`src/rtl/mdbt_pkg.sv`:
```
// Package for the market data book and trade statistics unit.
// Holds the action codes, the beat payload types, the storage entry types
// and the controller/datapath command and status structs. No dependencies.
`timescale 1ns / 1ps

package mdbt_pkg;

  localparam logic [3:0] ACT_QUOTE    = 4'd0;
  localparam logic [3:0] ACT_SIDE     = 4'd1;
  localparam logic [3:0] ACT_TRADE    = 4'd2;
  localparam logic [3:0] ACT_TOP_APX  = 4'd3;
  localparam logic [3:0] ACT_TOP_ASZ  = 4'd4;
  localparam logic [3:0] ACT_TOP_BPX  = 4'd5;
  localparam logic [3:0] ACT_TOP_BSZ  = 4'd6;
  localparam logic [3:0] ACT_LAST_PX  = 4'd7;
  localparam logic [3:0] ACT_LAST_SZ  = 4'd8;
  localparam logic [3:0] ACT_MID      = 4'd9;

  // numerator of the VWAP update: volume*vwap + close*qty stays below 2^81
  localparam int NUMW = 81;
  localparam int DENW = 49;
  localparam logic [47:0] VOL_MAX = 48'hFFFF_FFFF_FFFF;

  typedef struct packed {
    logic [3:0]  action;
    logic [9:0]  sec_id;
    logic [2:0]  level;
    logic        is_bid;
    logic [31:0] price;
    logic [31:0] qty;
    logic [31:0] lvl_bid_px;
    logic [31:0] lvl_bid_qty;
    logic [31:0] lvl_ask_px;
    logic [31:0] lvl_ask_qty;
  } in_item_t;

  typedef struct packed {
    logic [9:0]  out_sec_id;
    logic        notify;
    logic [31:0] top_bid_px;
    logic [31:0] top_bid_qty;
    logic [31:0] top_ask_px;
    logic [31:0] top_ask_qty;
    logic [31:0] open_price;
    logic [31:0] high_price;
    logic [31:0] low_price;
    logic [31:0] close_price;
    logic [31:0] avg_price;
    logic [47:0] total_volume;
  } out_item_t;

  typedef struct packed {
    logic [31:0] bid_px;
    logic [31:0] bid_sz;
    logic [31:0] ask_px;
    logic [31:0] ask_sz;
  } book_t;

  typedef struct packed {
    logic [31:0] open;
    logic [31:0] high;
    logic [31:0] low;
    logic [31:0] close;
    logic [31:0] vwap;
    logic [47:0] volume;
  } stat_t;

  typedef struct packed {
    logic       clr;
    logic       capture;
    logic       rd_item;
    logic       rd_top;
    logic       apply;
    logic       mul_en;
    logic [1:0] mul_step;
    logic       div_init;
    logic       div_step;
    logic       fin;
  } ctrl_cmd_t;

  typedef struct packed {
    logic clr_done;
    logic vol_go;
  } dp_sts_t;

endpackage

```
`src/rtl/mdbt_ctrl.sv`:
```
// Sequencer for the book/stats unit: clearing pass, read, apply,
// multiply and divide steps, result hand-off. Uses mdbt_pkg.
`timescale 1ns / 1ps

module mdbt_ctrl
  import mdbt_pkg::*;
(
  input  logic       clk,
  input  logic       rst_n,
  input  logic       in_valid,
  output logic       in_ready,
  output logic       out_valid,
  input  logic       out_ready,
  input  dp_sts_t    sts,
  output ctrl_cmd_t  cmd
);

  localparam logic [3:0] S_CLEAR = 4'd0;
  localparam logic [3:0] S_IDLE  = 4'd1;
  localparam logic [3:0] S_RD1   = 4'd2;
  localparam logic [3:0] S_RD2   = 4'd3;
  localparam logic [3:0] S_APPLY = 4'd4;
  localparam logic [3:0] S_MUL   = 4'd5;
  localparam logic [3:0] S_DIVI  = 4'd6;
  localparam logic [3:0] S_DIV   = 4'd7;
  localparam logic [3:0] S_FIN   = 4'd8;

  logic [3:0] state_r, state_nxt;
  logic [4:0] cnt_r, cnt_nxt;
  logic       out_valid_r, out_valid_nxt;
  logic       load;

  assign in_ready  = (state_r == S_IDLE);
  assign out_valid = out_valid_r;
  assign load      = (state_r == S_FIN) && (!out_valid_r || out_ready);

  always_comb begin
    state_nxt = state_r;
    cnt_nxt   = cnt_r;
    cmd       = '0;
    unique case (state_r)
      S_CLEAR: begin
        cmd.clr = 1'b1;
        if (sts.clr_done) state_nxt = S_IDLE;
      end
      S_IDLE: begin
        if (in_valid) begin
          cmd.capture = 1'b1;
          state_nxt   = S_RD1;
        end
      end
      S_RD1: begin
        cmd.rd_item = 1'b1;
        state_nxt   = S_RD2;
      end
      S_RD2: begin
        cmd.rd_top = 1'b1;
        state_nxt  = S_APPLY;
      end
      S_APPLY: begin
        cmd.apply = 1'b1;
        cnt_nxt   = '0;
        state_nxt = sts.vol_go ? S_MUL : S_FIN;
      end
      S_MUL: begin
        cmd.mul_en   = 1'b1;
        cmd.mul_step = cnt_r[1:0];
        cnt_nxt      = cnt_r + 5'd1;
        if (cnt_r[1:0] == 2'd3) state_nxt = S_DIVI;
      end
      S_DIVI: begin
        cmd.div_init = 1'b1;
        cnt_nxt      = '0;
        state_nxt    = S_DIV;
      end
      S_DIV: begin
        cmd.div_step = 1'b1;
        cnt_nxt      = cnt_r + 5'd1;
        if (cnt_r == 5'd31) state_nxt = S_FIN;
      end
      S_FIN: begin
        // hold until the output register is free
        if (load) begin
          cmd.fin   = 1'b1;
          state_nxt = S_IDLE;
        end
      end
      default: state_nxt = S_IDLE;
    endcase
  end

  always_comb begin
    out_valid_nxt = out_valid_r;
    if (load) out_valid_nxt = 1'b1;
    else if (out_ready) out_valid_nxt = 1'b0;
  end

  always_ff @(posedge clk) begin
    if (!rst_n) begin
      state_r     <= S_CLEAR;
      cnt_r       <= '0;
      out_valid_r <= 1'b0;
    end else begin
      state_r     <= state_nxt;
      cnt_r       <= cnt_nxt;
      out_valid_r <= out_valid_nxt;
    end
  end

endmodule

```
`config.mk`:
```
export PLATFORM = sky130hd
export DESIGN_NAME = mdbt_ctrl
export DESIGN_NICKNAME = d
export VERILOG_FILES = /design/src/rtl/mdbt_pkg.sv /design/src/rtl/mdbt_ctrl.sv
export SDC_FILE = /design/constraint.sdc
export NUM_CORES = 1
export LEC_CHECK = 0
export BUFFER_PORTS_ARGS = -buffer_cell sky130_fd_sc_hd__clkbuf_2
export CORE_ASPECT_RATIO = 1.2
export CORE_MARGIN = 8
export CORE_UTILIZATION = 29
export DETAILED_ROUTE_END_ITERATION = 10
export SYNTH_ARGS = -nofsm -noshare
export SYNTH_HDL_FRONTEND = slang
export SYNTH_SLANG_ARGS = --single-unit
export TNS_END_PERCENT = 100
```
`constraint.sdc`:
```
create_clock -name clk -period 4.36 [get_ports clk]
set_input_delay 0.654 -clock clk [delete_from_list [all_inputs] [get_ports clk]]
set_output_delay 0.654 -clock clk [all_outputs]
set_load 0.005 [all_outputs]
```
==> results of run 1 <==
-- flip-flops by register name, summed over array words and instances, names as in the netlist --
register / flops
out_valid: 1
cnt_r: 5
state_r: 4
-- layer usage --
metal  routed length [microns]  global-route usage  vias up
met5                         0                   0        -
met4                        30              0.0539        0
met3                       113              0.0209        2
met2                       727               0.133       16
met1                       689              0.0886      300
li1                          -                   -      333
-- critical path, delay by kind of cell (launching register included) --
kind / cells / cell delay, ns
DFF: 1 / 0.71
and+or+nand+nor: 2 / 0.42
buffers and inverters: 1 / 0.11
-- placed cells by master, fill, tap and decap left out, drive strengths merged, types with 2 or more instances in the layout --
cell     n
o21ai    4
nand3    4
nor2b    2
dfxtp   10
or3      2
nor4     2
a21oi   10
nand2    7
clkbuf  22
nand2b   4
and3     5
nor3     6
ha       2
nor2     7
-- cell families (layout without fill, tap and decap cells) --
family,count (synthesis),in the layout
compound gates,19,19
fa+ha+maj,2,2
buf+inv,9,24
flops,10,10
mux,1,1
simple gates,45,45
-- through the flow --
step	worst slack, ns	util
global placement	2.51	0.353
finish	2.21	0.371
detailed placement	2.49	0.353
CTS	2.20	0.371
global route	2.10	0.371
floorplan	2.65	-
-- area by class of cell --
class / count / area share
flip-flops and latches: 10 / 0.261
multi-input cells: 67 / 0.516
clock buffers: 4 / 0.0472
repair buffers: 18 / 0.117
inverters: 2 / 0.00977
well taps: 30 / 0.0489
-- power breakdown --
| group | total, mW | switching, mW | internal [mW] |
|---|---|---|---|
| Combinational | 0.0499 | 0.0260 | 0.0239 |
| Sequential | 0.109 | 0.0142 | 0.0950 |
| Clock | 0.0845 | 0.0339 | 0.0506 |
| Total | 0.244 | 0.0741 | 0.170 |
-- worst paths after layout --
path	from	endpoint	depth (start not counted)
worst min-delay path	cnt_r[4]$_SDFFE_PN0P_	cnt_r[4]$_SDFFE_PN0P_	2
worst max-delay path	state_r[0]$_SDFFE_PN0P_	cmd[9]	3
worst max register to register	state_r[3]$_SDFFE_PN0P_	state_r[3]$_SDFFE_PN0P_	4
worst min register to register	cnt_r[4]$_SDFFE_PN0P_	cnt_r[4]$_SDFFE_PN0P_	2
==> flow_summary.rst, run 1 <==
.. list-table::
   :header-rows: 1

   * - Metric
     - Value
   * - Outcome
     - finished, final reports clean
   * - Chip Height
     - 67.5 microns
   * - Max-Cap Viols
     - 0
   * - Final WL
     - between 1.5 and 2 mm
   * - Wire length of the first global-routing pass
     - around 2.5 mm
   * - Maximum cell stage delay along the critical path
     - roughly 0.71 ns
   * - Combinational family with the most area after synthesis
     - simple AND/OR/NAND/NOR gates
   * - Clock tree skew after final layout
     - 0.00467 ns
   * - Power per unit of standard cell area
     - around 320 mW/mm^2
   * - Global-route usage over all layers
     - 0.0802
   * - Antenna viol nets, final
     - 0
   * - Number of synthesized flops with an enable pin
     - 0
   * - Synth top area cells
     - dfxtp_1 31%, a21oi_1 7.8%, and3_1 4.9%, nor3_1 4.7%, nand2_1 4.1%
   * - Initial antenna violation count
     - 0
   * - Clock-pin slew of the registers on the worst-case setup and hold paths
     - 0.07 ns
   * - Parity-gate share of the synthesized area counting xor and xnor cells
     - 0
   * - Post-route cell area
     - about 770 sq um
   * - Peak VDD IR
     - 0.0773 mV
   * - Detail Placement HPWL
     - between 1 and 1.5 mm
   * - Multiplexer area fraction after synthesis
     - 0.0176
   * - Number of remaining DRC errors
     - 0
   * - Cell accounting for the most synthesized area
     - dfxtp_1
   * - Highest clock rate
     - 0.464 GHz
   * - Type of origin of the critical path
     - flop
   * - Cell-by-cell listing of the critical path
     - nor2b_1 > and3_1 > clkbuf_2
   * - Core Region
     - between 0.002 and 0.0025 sq mm
   * - Type of the setup path with the least slack
     - reg2out
   * - Post-synthesis net count
     - 94
   * - Dominant synthesized flop cell
     - dfxtp_1
   * - Total power after layout
     - ~240 uW
   * - Type of element capturing the critical path
     - primary output
   * - Worst skew pair latency
     - 0.26 ns
   * - Overall overflow remaining after global route
     - 0
   * - Worst hold-check slack
     - between 0.4 and 0.5 ns
   * - H-tree level count
     - 1
   * - Number of buffers inserted by post-CTS setup repair
     - 0
   * - Slew at the pin closest to its max-slew limit
     - ~0.6 ns
   * - TNS Setup
     - 0 ns
   * - HP Class
     - reg2reg
   * - Largest net degree at the start of global routing
     - 21
   * - Proportion of layout cells with a drive suffix above 1
     - 0.238
   * - First-pass detailed-route iteration total
     - 4
   * - Crit path time final
     - around 2.2 ns
   * - Die Footprint
     - 0.00398 sq mm
   * - Static Leakage
     - between 0.3 and 0.4 nW
   * - WL per Instance
     - approximately 12 microns
   * - Routed vias/inst
     - between 4 and 5
   * - Slowest-stage cell, CP
     - dfxtp_1
   * - Number of CTS-inserted buffers
     - 3
   * - Vias after detailed routing
     - roughly 650
   * - # fillers
     - ~240
   * - Synth cell types
     - 31
   * - Die extent in x
     - 58.9 microns
   * - Area of the mapped netlist
     - 641 sq um
   * - Sequential cell area
     - roughly 200 sq um
   * - Cell at the root of the clock tree
     - clkbuf_4
   * - Port Buffer Count
     - 18
   * - Count of mapped cells out of synthesis
     - 86
   * - CTS Hold Buffers Added
     - 0
   * - Commonest cells post-synth
     - 10 x a21oi_1, 10 x dfxtp_1, 7 x nand2_1, 7 x nor2_1, 6 x nor3_1
   * - Compound-gate portion of the synthesized area
     - 0.182
   * - Via count of the first global-routing pass
     - just under 600
   * - Worst slew margin relative to its limit
     - 0.598
   * - Arrival @ worst endpoint
     - around 1.5 ns
   * - Post-placement cell area
     - between 700 and 800 sq um
   * - Simple-gate share of the synthesized area
     - 0.381
   * - Synthesized area per cell
     - about 7.4 sq um
   * - Syn. warnings
     - 0
   * - Number of diodes
     - 0
   * - Final estimated routing congestion in global placement
     - between 0.7 and 0.8
   * - Effective utilization at floorplan
     - 0.309
   * - Ports
     - 19
   * - Count of placed standard cells including taps
     - 127
   * - Number of core rows
     - 18
   * - Register bit count reported by yosys
     - 10
   * - Area share of the largest cell type after synthesis
     - 0.313
   * - Area growth from synthesis to layout
     - 19.9%
   * - CP required
     - 3.71 ns
   * - Resized cells post-CTS
     - 0
   * - Part of the Yosys area used for sequential elements
     - 0.313
   * - Final std cells w/o fill
     - 131
   * - Maximum fanout encountered on the critical timing path
     - 20
   * - Clock Sinks
     - 10
   * - Max clock buf depth
     - 2
   * - Final clock period utilization by the worst path
     - 0.494
   * - Asr flop ratio synth
     - 0
   * - Clock tree from TritonCTS
     - yes
   * - Final number of setup-violating endpoints
     - 0
   * - Multi-input logic area
     - 397 sq um
   * - Setup repair after global routing missed its margin
     - no
   * - Iter 0 DRT Violations
     - 18
   * - Net total in the final layout
     - 110
   * - Final-report hold violation count
     - 0
   * - Worst setup slack for register-to-register paths
     - 2.46 ns
   * - Max Transition Viols Final
     - 0
   * - Post-Synth Adder-Cell Area
     - 0.0391
(Power assumes the default switching activity.)
==> run 2: changes to the inputs <==
Settings changed: ABC_AREA from default to 1.
Clock period 4.36 ns to 1.9 ns, I/O delays scaled along.
==> run 2 against run 1 <==
Largest power group is now combinational cells. Highest routed layer unchanged. Synthesized cell count up 27%. Worst setup slack got worse by 2.0 ns. Wire length grew 12%. Count of clock-buffer cells in the layout down 1.
==> flow_summary.rst, run 2 <==
.. list-table::
   :header-rows: 1

   * - Metric
     - Value
   * - Final-report hold violation count
     - 0
   * - Sequential cell area
     - about 200 sq um
   * - Count of mapped cells out of synthesis
     - approximately 110
   * - Biggest register
     - cnt_r
   * - Largest net degree at the start of global routing
     - 12
   * - Worst setup slack for register-to-register paths
     - 0.33 ns
   * - Cell-by-cell listing of the critical path
     - inv_2 > nor2_4 > nand2_1 > nor2_1 > clkbuf_2
   * - Final clock period utilization by the worst path
     - 0.898
   * - Multi-input logic area
     - 374 sq um
   * - Number of buffers inserted by post-CTS setup repair
     - 0
   * - Crit path time final
     - between 1.5 and 2 ns
   * - Cell accounting for the most synthesized area
     - dfxtp_1
   * - First-pass detailed-route iteration total
     - 4
   * - Die Footprint
     - just over 0.004 sq mm
   * - # fillers
     - 273
   * - Highest clock rate
     - between 0.5 and 0.6 GHz
   * - Total power after layout
     - between 800 and 900 uW
   * - Worst slew margin relative to its limit
     - 0.825
   * - Outcome
     - finished, final reports clean
   * - CP delay by family, top
     - simple AND/OR/NAND/NOR gates
   * - Type of origin of the critical path
     - flop
   * - Slowest-stage cell, CP
     - dfxtp_1
   * - Final estimated routing congestion in global placement
     - ~0.92
   * - Syn. warnings
     - 0
   * - Effective utilization at floorplan
     - 0.298
   * - Via count of the first global-routing pass
     - between 700 and 800
   * - TNS Setup
     - 0 ns
   * - Port Buffer Count
     - 18
   * - Global-route usage over all layers
     - 0.0949
   * - Peak VDD IR
     - 0.747 mV
   * - HP Class
     - in2reg
   * - Number of CTS-inserted buffers
     - 3
   * - Max Transition Viols Final
     - 0
   * - Area of the mapped netlist
     - ~670 sq um
   * - Final number of setup-violating endpoints
     - 0
   * - Final WL
     - around 1.8 mm
   * - Clock tree skew after final layout
     - between 0.0015 and 0.002 ns
   * - Core Region
     - around 0.0022 sq mm
   * - Commonest cells post-synth
     - 20 x inv_1, 19 x nor2_1, 18 x nand2_1, 12 x nand3_1, 10 x dfxtp_1
   * - CP required
     - around 1.6 ns
   * - Area share of the largest cell type after synthesis
     - 0.300
   * - Max clock buf depth
     - 2
   * - WL per Instance
     - about 11 microns
   * - Leading cell type in the layout, fill and taps excluded
     - inv_1
   * - Chip Height
     - 68.5 microns
   * - Setup repair after global routing missed its margin
     - no
   * - Clock Sinks
     - 10
   * - Flip-flop count of the largest register after layout
     - 5
   * - Clock-pin slew of the registers on the worst-case setup and hold paths
     - about 0.07 ns
   * - Cell at the root of the clock tree
     - clkbuf_4
   * - Power per unit of standard cell area
     - about 1100 mW/mm^2
   * - Count of placed standard cells including taps
     - about 160
   * - Area growth from synthesis to layout
     - 20.6%
   * - Static Leakage
     - 0.412 nW
   * - Synthesized area per cell
     - a little over 6 sq um
   * - H-tree level count
     - 1
   * - Number of diodes
     - 0
   * - Synth top area cells
     - dfxtp_1 30%, inv_1 11%, nor2_1 11%, nand2_1 10%, nand3_1 9.0%
   * - Maximum fanout encountered on the critical timing path
     - 11
   * - Number of buffer and inverter stages on the critical path
     - 2
   * - Slew at the pin closest to its max-slew limit
     - about 0.26 ns
   * - Detail Placement HPWL
     - approximately 1.4 mm
   * - Worst skew pair latency
     - between 0.2 and 0.3 ns
   * - Post-synthesis net count
     - about 120
   * - Synth cell types
     - 20
   * - Wire length of the first global-routing pass
     - around 3.0 mm
   * - Vias after detailed routing
     - 730
   * - Number of synthesized flops with an enable pin
     - 0
   * - Max-Cap Viols
     - 0
   * - Dominant synthesized flop cell
     - dfxtp_1
   * - Asr flop ratio synth
     - 0
   * - Type of the setup path with the least slack
     - reg2out
   * - Die extent in x
     - approximately 60 microns
   * - Register bit count reported by yosys
     - 10
   * - Arrival @ worst endpoint
     - roughly 1.4 ns
   * - Final std cells w/o fill
     - ~160
   * - Routed vias/inst
     - 4.59
   * - Iter 0 DRT Violations
     - 22
   * - Clock tree from TritonCTS
     - yes
   * - Maximum cell stage delay along the critical path
     - about 0.4 ns
   * - Proportion of layout cells with a drive suffix above 1
     - 0.234
   * - Fraction of the core area covered by cells at the end of the flow
     - 0.360
   * - Ports
     - 19
   * - Net total in the final layout
     - 138
   * - Part of the Yosys area used for sequential elements
     - 0.300
   * - Most used cells in the layout excluding fill and tap cells
     - 20 x inv_1, 19 x nor2_1, 18 x nand2_1, 18 x clkbuf_2, 12 x nand3_1
   * - Type of element capturing the critical path
     - primary output
   * - Initial antenna violation count
     - 0
   * - Antenna viol nets, final
     - 0
   * - Overall overflow remaining after global route
     - 0
   * - Number of remaining DRC errors
     - 0
   * - Most used standard cell by instance count after synthesis
     - inv_1
   * - Number of core rows
     - 19
## run 2: cell types whose count changed in the layout (fill, tap and decap cells not counted), sizes merged, moves of 2 or more
cell	previous run	this run
a21oi	10	5
and3	5	0
inv	1	21
nand2	7	21
nand2b	4	0
nand3	4	12
nor2	7	23
nor2b	2	0
or3	2	0
## run 2: per-layer routing
layer / wire [microns] / GRT usage
met1: 831 / 0.109
met3: 90 / 0.0334
met5: 0 / 0
met4: 55 / 0.0567
met2: 776 / 0.148
## run 2: cell families (layout without fill, tap and decap cells)
family | count (synthesis) | count (layout) | synth area share
and+or+nand+nor | 65 | 65 | 0.447
buffers and inverters | 23 | 42 | 0.146
DFF | 10 | 10 | 0.300
AOI/OAI and AO/OA | 9 | 9 | 0.0694
adders and majority gates | 2 | 2 | 0.0375
## run 2: worst paths after layout
kind	from	end	depth (start not counted)
hold reg to reg	cnt_r[4]$_SDFFE_PN0P_	cnt_r[4]$_SDFFE_PN0P_	2
hold / removal	rst_n	state_r[2]$_SDFFE_PN0P_	3
setup reg to reg	cnt_r[0]$_SDFFE_PN0P_	state_r[1]$_SDFFE_PN0P_	10
setup / recovery	state_r[2]$_SDFFE_PN0P_	cmd[4]	5
## run 2: layout make-up
| type | instances | area share |
|---|---|---|
| clock buffers | 3 | 0.0280 |
| inverters | 21 | 0.0980 |
| multi-input cells | 76 | 0.465 |
| flip-flops and latches | 10 | 0.249 |
| well taps | 31 | 0.0482 |
| repair buffers | 18 | 0.112 |
## run 2: tightest hold or removal path, delay by kind of cell
family	cells	cell delay (ns)
buf+inv	1	0.14
simple gates	2	0.11
## run 2: power by group
part	internal (mW)	switching (mW)	leakage, nW
logic	0.147	0.263	0.317
registers	0.242	0.0493	0.0814
clock network	0.0734	0.0749	0.0138
total	0.462	0.387	0.412
## run 2: metrics by stage
stage / setup slack [ns] / hold slack [ns] / instance area [sq um]
2_1_floorplan: 0.514 / 0.406 / 667
3_3_place_gp: 0.338 / 0.473 / 777
3_5_place_dp: 0.331 / 0.476 / 777
4_1_cts: 0.0370 / 0.319 / 800
5_1_grt: 0.111 / 0.325 / 805
6_report: 0.194 / 0.307 / 805
## run 2: repair_timing
| action | in CTS | in global routing |
|---|---|---|
| resized for setup | 0 | 1 |
| setup endpoints to repair | 0 | 5 |
| hold buffers | 0 | 0 |
==> run 3: changes to the inputs <==
Settings changed: MAX_ROUTING_LAYER from default to met4.
==> run 3 against run 2 <==
Maximum frequency fell by 0.11%. Final area did not move. Global-route usage is 0.27 points lower. Combinational power is essentially flat. Worst setup slack worse by 0.0018 ns. Non-clock buffer count unchanged. Sequential power hardly changed. Critical path type unchanged.
==> flow_summary.rst, run 3 (synthesized netlist as in run 2, its figures left out) <==
.. list-table::
   :header-rows: 1

   * - Metric
     - Value
   * - # fillers
     - 270
   * - Routed vias/inst
     - between 4 and 5
   * - Effective utilization at floorplan
     - 0.298
   * - Static Leakage
     - around 0.41 nW
   * - H-tree level count
     - 1
   * - Biggest register
     - cnt_r
   * - Number of diodes
     - 0
   * - Maximum fanout encountered on the critical timing path
     - 11
   * - Clock Sinks
     - 10
   * - Area growth from synthesis to layout
     - 20.6%
   * - Final clock period utilization by the worst path
     - 0.899
   * - Final number of setup-violating endpoints
     - 0
   * - Final estimated routing congestion in global placement
     - 0.930
   * - Slew at the pin closest to its max-slew limit
     - between 0.2 and 0.3 ns
   * - Clock-pin slew of the registers on the worst-case setup and hold paths
     - about 0.06 ns
   * - Leading cell type in the layout, fill and taps excluded
     - inv_1
   * - Wire length of the first global-routing pass
     - around 2.8 mm
   * - TNS Setup
     - 0 ns
   * - Crit path time final
     - 1.71 ns
   * - Antenna viol nets, final
     - 0
   * - Final WL
     - 1.73 mm
   * - Initial antenna violation count
     - 0
   * - Setup repair after global routing missed its margin
     - no
   * - Global-route usage over all layers
     - 0.0922
   * - Worst r2r path cells
     - 10
   * - Power per unit of standard cell area
     - ~1000 mW/mm^2
   * - Worst slew margin relative to its limit
     - 0.824
   * - Chip Height
     - 68.5 microns
   * - Number of remaining DRC errors
     - 0
   * - Ports
     - 19
   * - Worst skew pair latency
     - ~0.27 ns
   * - Clock tree skew after final layout
     - 0.000291 ns
   * - Flip-flop count of the largest register after layout
     - 5
   * - Arrival @ worst endpoint
     - approximately 1.4 ns
   * - Largest net degree at the start of global routing
     - 12
   * - Core Region
     - 0.00223 sq mm
   * - Detail Placement HPWL
     - about 1.4 mm
   * - Critical register-to-register path startpoint
     - cnt_r[1]$_SDFFE_PN0P_
   * - WL per Instance
     - between 10 and 15 microns
   * - Peak VDD IR
     - slightly below 0.5 mV
   * - Die extent in x
     - around 60 microns
   * - Overall overflow remaining after global route
     - 0
   * - Final-report hold violation count
     - 0
   * - CP required
     - 1.62 ns
   * - Max clock buf depth
     - 2
   * - Die Footprint
     - just over 0.004 sq mm
   * - Type of origin of the critical path
     - flop
   * - First-pass detailed-route iteration total
     - 4
   * - Vias after detailed routing
     - between 700 and 800
   * - Launch point of the worst path
     - state_r[2]$_SDFFE_PN0P_
   * - Via count of the first global-routing pass
     - 687
   * - Type of element capturing the critical path
     - primary output
   * - Number of CTS-inserted buffers
     - 3
   * - Net total in the final layout
     - around 140
   * - Number of core rows
     - 19
   * - Max-Cap Viols
     - 0
   * - Count of placed standard cells including taps
     - approximately 160
   * - Type of the setup path with the least slack
     - reg2out
   * - Beginning of the worst hold path
     - rst_n
   * - Highest clock rate
     - between 0.5 and 0.6 GHz
   * - Port Buffer Count
     - 18
   * - Max Transition Viols Final
     - 0
   * - Most used cells in the layout excluding fill and tap cells
     - 20 x inv_1, 19 x nor2_1, 18 x nand2_1, 18 x clkbuf_2, 12 x nand3_1
   * - Final std cells w/o fill
     - 159
   * - Proportion of layout cells with a drive suffix above 1
     - 0.234
   * - Clock tree from TritonCTS
     - yes
   * - Worst Hold Depth
     - 3
   * - HP Class
     - in2reg
   * - Outcome
     - finished, final reports clean
   * - Iter 0 DRT Violations
     - 22
   * - Cell at the root of the clock tree
     - clkbuf_4
   * - CTS Hold Buffers Added
     - 0
[run 3: cell counts in the layout (fill, tap and decap cells not counted)]
No cell type changed its count.
[run 3: worst max-delay path, stage by stage, from the launching register on]
cell      delay (ns)
dfxtp_1         0.41
inv_2           0.09
nor2_4          0.23
nand2_1         0.18
nor2_1          0.12
clkbuf_2        0.12
[run 3: routing by layer]
metal	track usage	vias up	share of wire
li1	-	384	-
met1	0.107	328	0.48
met2	0.146	21	0.45
met3	0.0223	8	0.051
met4	0.0448	0	0.026
met5	-	-	0
[run 3: worst paths after layout]
kind	endpoint	slack, ns
worst max-delay path	cmd[4]	0.19
worst min-delay path	state_r[1]$_SDFFE_PN0P_	0.31
worst max register to register	state_r[1]$_SDFFE_PN0P_	0.36
worst min register to register	cnt_r[4]$_SDFFE_PN0P_	0.48
[run 3: cell type report]
class	instances	area [sq um]	area share
Multi-Input combinational cell	76	374	0.465
Sequential cell	10	200	0.249
Timing Repair Buffer	18	90.1	0.112
Inverter	21	78.8	0.0980
Tap cell	31	38.8	0.0482
Clock buffer	3	22.5	0.0280
[run 3: repair_timing]
item | in CTS | in global routing
setup endpoints to repair | 0 | 2
buffers inserted | 0 | 0
resized for setup | 0 | 1
[run 3: report_power, final]
group	internal, mW	switching, mW
clock	0.0733	0.0748
combinational	0.147	0.259
sequential	0.242	0.0481
total	0.462	0.382
[run 3: per-stage QoR]
stage | utilization | hold slack, ns | power (mW) | setup WS (ns) | instance area [sq um]
4_1_cts | 0.358 | 0.312 | 0.848 | 0.0468 | 800
3_3_place_gp | 0.348 | 0.473 | 0.699 | 0.341 | 777
3_5_place_dp | 0.348 | 0.472 | 0.699 | 0.340 | 777
5_1_grt | 0.360 | 0.333 | 0.919 | 0.118 | 805
2_1_floorplan | - | 0.406 | 0.583 | 0.514 | 667
6_report | 0.360 | 0.309 | 0.844 | 0.193 | 805
